### src/sv/pdu_pkg.sv
`timescale 1ns / 1ps
// ----------------------------------------------------------------------------
// pdu_pkg: shared types and constants of the point distance unit
// Fixed-point widths, metric codes, exp constants and the small reciprocal
// table used by the Horner step.
// ----------------------------------------------------------------------------
package pdu_pkg;

	localparam int FEAT_W   = 16;
	localparam int SUM_W    = 40;
	localparam int OUT_W    = 20;
	localparam int INV_W    = 24;
	localparam int METRIC_W = 2;

	localparam logic [METRIC_W-1:0] METRIC_EUCLID = 2'd0;
	localparam logic [METRIC_W-1:0] METRIC_KERNEL = 2'd1;

	localparam logic [0:0] REG_METRIC = 1'b0;
	localparam logic [0:0] REG_INV    = 1'b1;

	localparam logic [32:0] LOG2E_Q16 = 33'd94548;
	localparam logic [32:0] LN2_Q30   = 33'd744261118;
	localparam logic [30:0] Q30_ONE   = 31'h4000_0000;
	localparam logic [21:0] X_LIMIT   = 22'h20_0000;
	localparam logic [17:0] KERN_TWO  = 18'd131072;

	typedef struct packed {
		logic [METRIC_W-1:0] metric;
		logic [INV_W-1:0]    inv_sigma_sq;
	} cfg_t;

	// floor(2^32 / k) for k = 1..8; underestimates the quotient by at most one
	function automatic logic [32:0] recip(input logic [3:0] k);
		logic [32:0] r;
		case (k)
			4'd1: r = 33'h1_0000_0000;
			4'd2: r = 33'h0_8000_0000;
			4'd3: r = 33'd1431655765;
			4'd4: r = 33'h0_4000_0000;
			4'd5: r = 33'd858993459;
			4'd6: r = 33'd715827882;
			4'd7: r = 33'd613566756;
			4'd8: r = 33'h0_2000_0000;
			default: r = 33'd0;
		endcase
		return r;
	endfunction

endpackage

### src/sv/pdu_front.sv
`timescale 1ns / 1ps
// ----------------------------------------------------------------------------
// pdu_front: squared-difference accumulator
// Squares each feature difference, adds it into a saturating sum and pushes
// the sum to the queue on the last feature of a point pair.
// ----------------------------------------------------------------------------
module pdu_front import pdu_pkg::*; (
	input  logic              clk,
	input  logic              arst_n,
	input  logic              s_valid,
	output logic              s_ready,
	input  logic [FEAT_W-1:0] feature_a,
	input  logic [FEAT_W-1:0] feature_b,
	input  logic              last,
	input  logic              q_full,
	output logic              q_push,
	output logic [SUM_W-1:0]  q_data
);

	logic [FEAT_W:0]    diff;
	logic [FEAT_W-1:0]  mag;
	logic               valid_s1;
	logic               last_s1;
	logic [31:0]        sq_s1;
	logic [SUM_W-1:0]   sum_q;
	logic [SUM_W:0]     sum_wide;
	logic [SUM_W-1:0]   sum_sat;
	logic               adv;

	// magnitude of the signed difference
	always_comb begin
		diff = {feature_a[FEAT_W-1], feature_a} - {feature_b[FEAT_W-1], feature_b};
		if (diff[FEAT_W])
			mag = FEAT_W'(-diff);
		else
			mag = diff[FEAT_W-1:0];
	end

	// saturating accumulate
	assign sum_wide = {1'b0, sum_q} + {{(SUM_W-31){1'b0}}, sq_s1};
	assign sum_sat  = sum_wide[SUM_W] ? {SUM_W{1'b1}} : sum_wide[SUM_W-1:0];

	assign adv     = valid_s1 && (!last_s1 || !q_full);
	assign s_ready = !valid_s1 || adv;
	assign q_push  = adv && last_s1;
	assign q_data  = sum_sat;

	// square stage
	always_ff @(posedge clk or negedge arst_n) begin
		if (!arst_n) begin
			valid_s1 <= 1'b0;
		end else if (s_ready) begin
			valid_s1 <= s_valid;
		end
	end

	always_ff @(posedge clk) begin
		if (s_ready && s_valid) begin
			sq_s1   <= mag * mag;
			last_s1 <= last;
		end
	end

	// accumulator, cleared after each pushed sum
	always_ff @(posedge clk or negedge arst_n) begin
		if (!arst_n) begin
			sum_q <= '0;
		end else if (adv) begin
			sum_q <= last_s1 ? '0 : sum_sat;
		end
	end

endmodule

### src/sv/pdu_queue.sv
`timescale 1ns / 1ps
// ----------------------------------------------------------------------------
// pdu_queue: two-entry queue of finished sums
// Decouples the accumulator from the root and exponential sequencer.
// ----------------------------------------------------------------------------
module pdu_queue import pdu_pkg::*; (
	input  logic             clk,
	input  logic             arst_n,
	input  logic             push,
	input  logic [SUM_W-1:0] wdata,
	input  logic             pop,
	output logic [SUM_W-1:0] rdata,
	output logic             empty,
	output logic             full
);

	logic [SUM_W-1:0] mem_q [2];
	logic             wr_q;
	logic             rd_q;
	logic [1:0]       cnt_q;

	assign empty = (cnt_q == 2'd0);
	assign full  = (cnt_q == 2'd2);
	assign rdata = mem_q[rd_q];

	always_ff @(posedge clk) begin
		if (push)
			mem_q[wr_q] <= wdata;
	end

	// pointers and fill count
	always_ff @(posedge clk or negedge arst_n) begin
		if (!arst_n) begin
			wr_q  <= 1'b0;
			rd_q  <= 1'b0;
			cnt_q <= 2'd0;
		end else begin
			if (push)
				wr_q <= ~wr_q;
			if (pop)
				rd_q <= ~rd_q;
			cnt_q <= cnt_q + {1'b0, push} - {1'b0, pop};
		end
	end

endmodule

### src/sv/pdu_back.sv
`timescale 1ns / 1ps
// ----------------------------------------------------------------------------
// pdu_back: distance sequencer
// Turns a queued sum into a distance: bit-serial square root, or the kernel
// distance through one shared registered multiplier, then holds the result.
// ----------------------------------------------------------------------------
module pdu_back import pdu_pkg::*; (
	input  logic             clk,
	input  logic             arst_n,
	input  cfg_t             cfg,
	input  logic             q_empty,
	input  logic [SUM_W-1:0] q_data,
	output logic             q_pop,
	output logic             m_valid,
	input  logic             m_ready,
	output logic [OUT_W-1:0] distance_value
);

	localparam logic [3:0] ST_IDLE = 4'd0;
	localparam logic [3:0] ST_SQRT = 4'd1;
	localparam logic [3:0] ST_KHI  = 4'd2;
	localparam logic [3:0] ST_KLO  = 4'd3;
	localparam logic [3:0] ST_KX   = 4'd4;
	localparam logic [3:0] ST_KY   = 4'd5;
	localparam logic [3:0] ST_KF   = 4'd6;
	localparam logic [3:0] ST_KT   = 4'd7;
	localparam logic [3:0] ST_HA   = 4'd8;
	localparam logic [3:0] ST_HB   = 4'd9;
	localparam logic [3:0] ST_HC   = 4'd10;
	localparam logic [3:0] ST_EXP  = 4'd11;
	localparam logic [3:0] ST_FIN  = 4'd12;

	logic [3:0]       state_q;
	logic [SUM_W-1:0] sum_q;
	logic [SUM_W:0]   root_q;
	logic [SUM_W:0]   bit_q;
	logic [43:0]      hi_q;
	logic [21:0]      x_q;
	logic [5:0]       n_q;
	logic [29:0]      t_q;
	logic [30:0]      p_q;
	logic [30:0]      qv_q;
	logic [3:0]       k_q;
	logic [OUT_W-1:0] res_q;
	logic [64:0]      mul_q;
	logic [31:0]      op_a;
	logic [32:0]      op_b;
	logic             out_valid_q;
	logic [OUT_W-1:0] out_q;

	// square root step
	logic [SUM_W:0]   trial;
	logic             take;
	// kernel scaling
	logic [44:0]      prod;
	logic [44:0]      xs;
	// Horner division correction
	logic [30:0]      est;
	logic [34:0]      estk;
	logic [34:0]      rem;
	logic [30:0]      quo;
	// final exponential
	logic [30:0]      e_val;
	logic [31:0]      e_rnd;
	logic [18:0]      term;
	logic [17:0]      term_c;

	assign trial = root_q + bit_q;
	assign take  = {1'b0, sum_q} >= trial;

	assign prod = {hi_q[24:0], 20'd0} + {1'b0, mul_q[43:0]};
	assign xs   = {16'd0, prod[44:16]};

	assign est  = mul_q[62:32];
	assign estk = {4'd0, est} * {31'd0, k_q};
	assign rem  = {4'd0, qv_q} - estk;
	assign quo  = (rem >= {31'd0, k_q}) ? est + 31'd1 : est;

	always_comb begin
		e_val  = (n_q >= 6'd30) ? 31'd0 : (p_q >> n_q);
		e_rnd  = {1'b0, e_val} + 32'd4096;
		term   = e_rnd[31:13];
		term_c = (term > {1'b0, KERN_TWO}) ? KERN_TWO : term[17:0];
	end

	// shared multiplier operand select
	always_comb begin
		op_a = '0;
		op_b = '0;
		case (state_q)
			ST_KHI: begin
				op_a = {12'd0, sum_q[39:20]};
				op_b = {9'd0, cfg.inv_sigma_sq};
			end
			ST_KLO: begin
				op_a = {12'd0, sum_q[19:0]};
				op_b = {9'd0, cfg.inv_sigma_sq};
			end
			ST_KY: begin
				op_a = {10'd0, x_q};
				op_b = LOG2E_Q16;
			end
			ST_KF: begin
				op_a = {16'd0, mul_q[31:16]};
				op_b = LN2_Q30;
			end
			ST_HA: begin
				op_a = {2'd0, t_q};
				op_b = {2'd0, p_q};
			end
			ST_HB: begin
				op_a = {1'b0, mul_q[60:30]};
				op_b = recip(k_q);
			end
			default: begin
				op_a = '0;
				op_b = '0;
			end
		endcase
	end

	always_ff @(posedge clk) begin
		mul_q <= op_a * op_b;
	end

	assign q_pop          = (state_q == ST_IDLE) && !q_empty;
	assign m_valid        = out_valid_q;
	assign distance_value = out_q;

	// sequencer
	always_ff @(posedge clk or negedge arst_n) begin
		if (!arst_n) begin
			state_q     <= ST_IDLE;
			out_valid_q <= 1'b0;
		end else begin
			// output register: load on finish, clear once taken
			if (state_q == ST_FIN && (!out_valid_q || m_ready))
				out_valid_q <= 1'b1;
			else if (out_valid_q && m_ready)
				out_valid_q <= 1'b0;
			case (state_q)
				ST_IDLE: begin
					if (!q_empty) begin
						if (cfg.metric == METRIC_EUCLID)
							state_q <= ST_SQRT;
						else if (cfg.metric == METRIC_KERNEL)
							state_q <= ST_KHI;
						else
							state_q <= ST_FIN;
					end
				end
				ST_SQRT: begin
					if (bit_q[1:0] != 2'd0)
						state_q <= ST_FIN;
				end
				ST_KHI: state_q <= ST_KLO;
				ST_KLO: state_q <= ST_KX;
				ST_KX: begin
					if (hi_q >= 44'h2_0000 || xs >= {23'd0, X_LIMIT})
						state_q <= ST_EXP;
					else
						state_q <= ST_KY;
				end
				ST_KY: state_q <= ST_KF;
				ST_KF: state_q <= ST_KT;
				ST_KT: state_q <= ST_HA;
				ST_HA: state_q <= ST_HB;
				ST_HB: state_q <= ST_HC;
				ST_HC: state_q <= (k_q == 4'd1) ? ST_EXP : ST_HA;
				ST_EXP: state_q <= ST_FIN;
				ST_FIN: begin
					if (!out_valid_q || m_ready)
						state_q <= ST_IDLE;
				end
				default: state_q <= ST_IDLE;
			endcase
		end
	end

	// datapath registers
	always_ff @(posedge clk) begin
		case (state_q)
			ST_IDLE: begin
				sum_q  <= q_data;
				root_q <= '0;
				bit_q  <= {1'b1, {SUM_W{1'b0}}};
				res_q  <= '0;
			end
			ST_SQRT: begin
				if (take) begin
					sum_q  <= sum_q - trial[SUM_W-1:0];
					root_q <= (root_q >> 1) + bit_q;
				end else begin
					root_q <= root_q >> 1;
				end
				bit_q <= bit_q >> 2;
				if (bit_q[1:0] != 2'd0)
					res_q <= take ? OUT_W'((root_q >> 1) + bit_q) : OUT_W'(root_q >> 1);
			end
			ST_KLO: hi_q <= mul_q[43:0];
			ST_KX: begin
				x_q <= xs[21:0];
				n_q <= '0;
				p_q <= '0;
			end
			ST_KF: n_q <= mul_q[37:32];
			ST_KT: begin
				t_q <= mul_q[45:16];
				p_q <= Q30_ONE;
				k_q <= 4'd8;
			end
			ST_HB: qv_q <= mul_q[60:30];
			ST_HC: begin
				p_q <= Q30_ONE - quo;
				k_q <= k_q - 4'd1;
			end
			ST_EXP: res_q <= OUT_W'(KERN_TWO - term_c);
			ST_FIN: begin
				if (!out_valid_q || m_ready)
					out_q <= res_q;
			end
			default: ;
		endcase
	end

endmodule

### src/sv/point_distance_unit_core.sv
`timescale 1ns / 1ps
// ----------------------------------------------------------------------------
// point_distance_unit_core: streaming point distance
// Accumulates squared feature differences and gives a Euclidean or Gaussian
// kernel distance per point pair.
//
//   channel | tdata fields (low bit up)             | tlast
//   s       | feature_a[15:0], feature_b[31:16]      | last feature of a pair
//   m       | distance_value[19:0], zero pad to 24   | -
//   cfg     | cfg_index 0 metric, 1 inv_sigma_sq     | -
//
// The accumulator takes one transaction per cycle unless a finished sum meets
// a full queue. The sequencer computes the root one result bit per cycle and
// the kernel through the shared multiplier, 8 Horner terms each through the
// states HA, HB and HC; a two-entry queue lets accumulation run meanwhile.
// Reset clears the accumulator and sets metric 0, inv_sigma_sq 1.0.
// ----------------------------------------------------------------------------
module point_distance_unit_core import pdu_pkg::*; (
	input  logic        clk,
	input  logic        arst_n,
	input  logic        s_tvalid,
	output logic        s_tready,
	input  logic [31:0] s_tdata,    // feature_a, feature_b
	input  logic        s_tlast,
	output logic        m_tvalid,
	input  logic        m_tready,
	output logic [23:0] m_tdata,    // distance_value, zero pad
	input  logic        cfg_we,
	input  logic [0:0]  cfg_index,
	input  logic [23:0] cfg_data
);

	cfg_t             cfg_q;
	logic             q_full;
	logic             q_empty;
	logic             q_push;
	logic             q_pop;
	logic [SUM_W-1:0] q_wdata;
	logic [SUM_W-1:0] q_rdata;
	logic [OUT_W-1:0] dist_value;

	// configuration registers
	always_ff @(posedge clk or negedge arst_n) begin
		if (!arst_n) begin
			cfg_q.metric       <= METRIC_EUCLID;
			cfg_q.inv_sigma_sq <= 24'h01_0000;
		end else if (cfg_we) begin
			case (cfg_index)
				REG_METRIC: cfg_q.metric       <= cfg_data[METRIC_W-1:0];
				REG_INV:    cfg_q.inv_sigma_sq <= cfg_data;
				default: ;
			endcase
		end
	end

	pdu_front u_front (
		.clk       (clk),
		.arst_n    (arst_n),
		.s_valid   (s_tvalid),
		.s_ready   (s_tready),
		.feature_a (s_tdata[15:0]),
		.feature_b (s_tdata[31:16]),
		.last      (s_tlast),
		.q_full    (q_full),
		.q_push    (q_push),
		.q_data    (q_wdata)
	);

	pdu_queue u_queue (
		.clk    (clk),
		.arst_n (arst_n),
		.push   (q_push),
		.wdata  (q_wdata),
		.pop    (q_pop),
		.rdata  (q_rdata),
		.empty  (q_empty),
		.full   (q_full)
	);

	pdu_back u_back (
		.clk            (clk),
		.arst_n         (arst_n),
		.cfg            (cfg_q),
		.q_empty        (q_empty),
		.q_data         (q_rdata),
		.q_pop          (q_pop),
		.m_valid        (m_tvalid),
		.m_ready        (m_tready),
		.distance_value (dist_value)
	);

	assign m_tdata = {4'd0, dist_value};

endmodule

### config.mk
export PLATFORM = sky130hd
export DESIGN_NAME = point_distance_unit_core
export DESIGN_NICKNAME = d
export VERILOG_FILES = /design/src/sv/pdu_pkg.sv /design/src/sv/pdu_front.sv /design/src/sv/pdu_queue.sv /design/src/sv/pdu_back.sv /design/src/sv/point_distance_unit_core.sv
export SDC_FILE = /design/constraint.sdc
export NUM_CORES = 2
export LEC_CHECK = 0
export ABC_AREA = 1
export BUFFER_PORTS_ARGS = -buffer_cell sky130_fd_sc_hd__buf_2
export CORE_MARGIN = 2
export CORE_UTILIZATION = 60
export DETAILED_ROUTE_END_ITERATION = 10
export MAX_ROUTING_LAYER = met4
export PLACE_DENSITY = 0.79
export SETUP_SLACK_MARGIN = 0.1
export SLEW_MARGIN = 20
export SYNTH_ARGS = -nofsm -noshare
export SYNTH_HDL_FRONTEND = slang
export SYNTH_HIERARCHICAL = 1
export SYNTH_SLANG_ARGS = --single-unit
### constraint.sdc
create_clock -name clk -period 8.89 [get_ports clk]
set_input_delay 1.778 -clock clk [delete_from_list [all_inputs] [get_ports clk]]
set_output_delay 1.778 -clock clk [all_outputs]
set_load 0.02 [all_outputs]
==> impl_results.md <==
- # clock sinks: 573
- Pin count of the biggest net entering global routing: 91
- CP max FO: 13
- Slowest stage delay, CP: 790 ps
- CORE AREA: 0.134 sq mm
- Final nets: 12568
- Initial Util: 60.5%
- Synthesis Warnings: 6
- Antenna-violating nets left: 0
- CTS Buffer Depth: 3
- Top Family by Delay on Critical Path: adder cells
- I/O Buffers: 84
- MaxCap Viol Count: 0
- Mapped Cells: 10156
- Clk pin slew, worst setup/hold paths: 60 ps
- Distinct cells, synth: 79
- Fmax: 113 MHz
- Max Slew Vio Count: 0
- Tcrit/Tclk final: 99.4%
- Die H: 371 um
- Synthesis-to-finish area growth: 14.0%
- Die area: 0.138 sq mm
- CP required: 9470 ps
- Avg Cell Area, Syn: 7.97 sq um
- #FFs+latches synth: 573
- Post-synth EDFFs: 422
- Post-route minimum period: 8840 ps
- Layout cells sized above 1: 13.3%
- Post-Syn Area: 0.0810 sq mm
- Hold WS: 404 ps
- Hold Fails Final Rpt: 0
- Worst Setup End Kind: register
- Clk root buf: clkbuf_16
- Worst-Margin Slew: 1090 ps
- Routed WL: 278000 um
- CTS tree: done
- Final setup vio count: 0
- Hold_buf cts: 0
- RSZ-0062 raised after global routing: true
- Worst min-delay path category: register to register
- DRT iter0 DRCs: 8030
- DP Wirelength: 228000 um
- Num CTS Buffers: 60
- Arrival time at the worst endpoint: 9420 ps
- Most common cell after layout, fill and taps aside: nand2_1
- Gpl congestion: 1.07
- Type of origin of the critical path: register
- Max H-tree Level: 2
- Buf+Inv Stages, Crit Path: 9
- Die width: 371 um
- Final setup skew: 29.5 ps
- Sequential share of the synthesized area: 19.9%
- Status: completed
- Initial antenna violation count: 4
- Gr usage total: 41.6%
- CP dominant cell by count: fa_1
- Commonest non-fill, non-tap cells in the layout: nand2_1, inv_1, fa_1, nor2_1, buf_4
- IO Pins: 89
- Global route total overflow: 0
- Clk_lat worst skew: 680 ps
- DRC errors left: 0
- Vias: 72233
- Mean routed wirelength per cell: 22.0 um
- Dpl ws: -448 ps
- Vias per std cell: 5.73
- Slowest-stage cell, CP: nor3_1
- Number of global-route vias before repair: 73303
- First-pass GRT wire length: 422000 um
- Setup WS post-layout: 54.5 ps
- Critical path type: register to register
- FP Rows: 134
- Asr flop ratio synth: 13.3%
- Initial DRT Pass Iterations: 6
- Slew Limit Headroom: 27.5%
- Top_reg_cell synth: edfxtp_1
## final timing paths
check	from	end	slack [ps]	cells past startpoint
min reg2reg	u_back/mul_q[9]	u_back/hi_q[9]	400	0
min in group asynchronous	arst_n	u_back/state_q[2]	1120	1
max reg2reg	u_back/state_q[3]	u_back/mul_q[60]	50	32
max	u_back/state_q[3]	u_back/mul_q[60]	50	32
min	u_back/mul_q[9]	u_back/hi_q[9]	400	0
max in group asynchronous	arst_n	u_queue/rd_q	6630	2
## routing by layer
metal / vias to the layer above / track usage (%) / routed length [um]
li1: 32433 / - / -
met2: 3947 / 62.3 / 122000
met4: 0 / 15.9 / 13500
met5: - / - / 0
met3: 711 / 9.52 / 33100
met1: 35142 / 55.1 / 109000
## cell usage after synthesis, drive strengths merged (26+ instances only)
cell type	n	area share [%]
edfxtp	422	16
a31oi	48	0.38
clkbuf	225	1.0
xor2	177	2.0
nand4	99	0.77
xnor2	94	1.0
inv	2199	10
o211ai	26	0.24
dfrtp	75	2.3
a21oi	327	2.1
o21ai	359	2.4
nor3	83	0.54
ha	566	8.7
nand3	336	2.2
nor2	1058	5.1
buf	81	0.76
clkinv	28	0.13
dfxtp	75	1.9
a22o	34	0.37
nand2	2421	11
nor4	38	0.29
fa	1146	28
## registers in the layout (all words and copies together) (netlist names), 26 cells and up, named ones only
signal         flops
u_queue/mem_q     80
u_back/mul_q      63
u_back/root_q     41
cfg_q             26
u_back/qv_q       31
u_front/sq_s1     31
u_back/t_q        30
u_front/sum_q     40
u_back/sum_q      40
u_back/p_q        31
u_back/hi_q       44
## cell families after synthesis
| logic type | Yosys count | share of synthesized area [%] |
|---|---|---|
| XOR/XNOR | 271 | 3.00 |
| AO/OA/AOI/OAI | 967 | 7.18 |
| flip-flops | 573 | 19.9 |
| AND/OR/NAND/NOR | 4099 | 20.8 |
| adder cells (fa/ha/maj) | 1712 | 37.1 |
| buffers and inverters | 2533 | 12.1 |
| other | 1 | 0.00463 |
## timing repair
item	CTS	global route
pin swaps	5	84
endpoints found under the setup margin	29	40
buffers inserted	12	61
gates cloned	1	6
gates resized for setup	74	273
## per-stage QoR
step | cell area, sq um | util [%] | TNS, ps | instances
floorplan | 81000 | - | 0 | 10159
global placement | 88100 | 65.9 | -4630 | 12416
detailed placement | 88100 | 65.9 | -6140 | 12416
CTS | 90600 | 67.7 | 0 | 12542
global route | 92400 | 69.0 | -71.4 | 12615
finish | 92400 | 69.0 | 0 | 12615
## cell type report
cell class	instances	area, sq um
Tap cell	1768	2210
Fill cell	10933	41400
Sequential cell	573	16100
Clock inverter	26	305
Timing Repair inverter	1	7.51
Multi-Input combinational cell	7053	56200
Clock buffer	87	1820
Antenna cell	3	7.51
Inverter	2227	8460
Timing Repair Buffer	877	7300
Power is not shown: default switching activity piles up to over one toggle a cycle in this logic, so the estimate is an artifact.
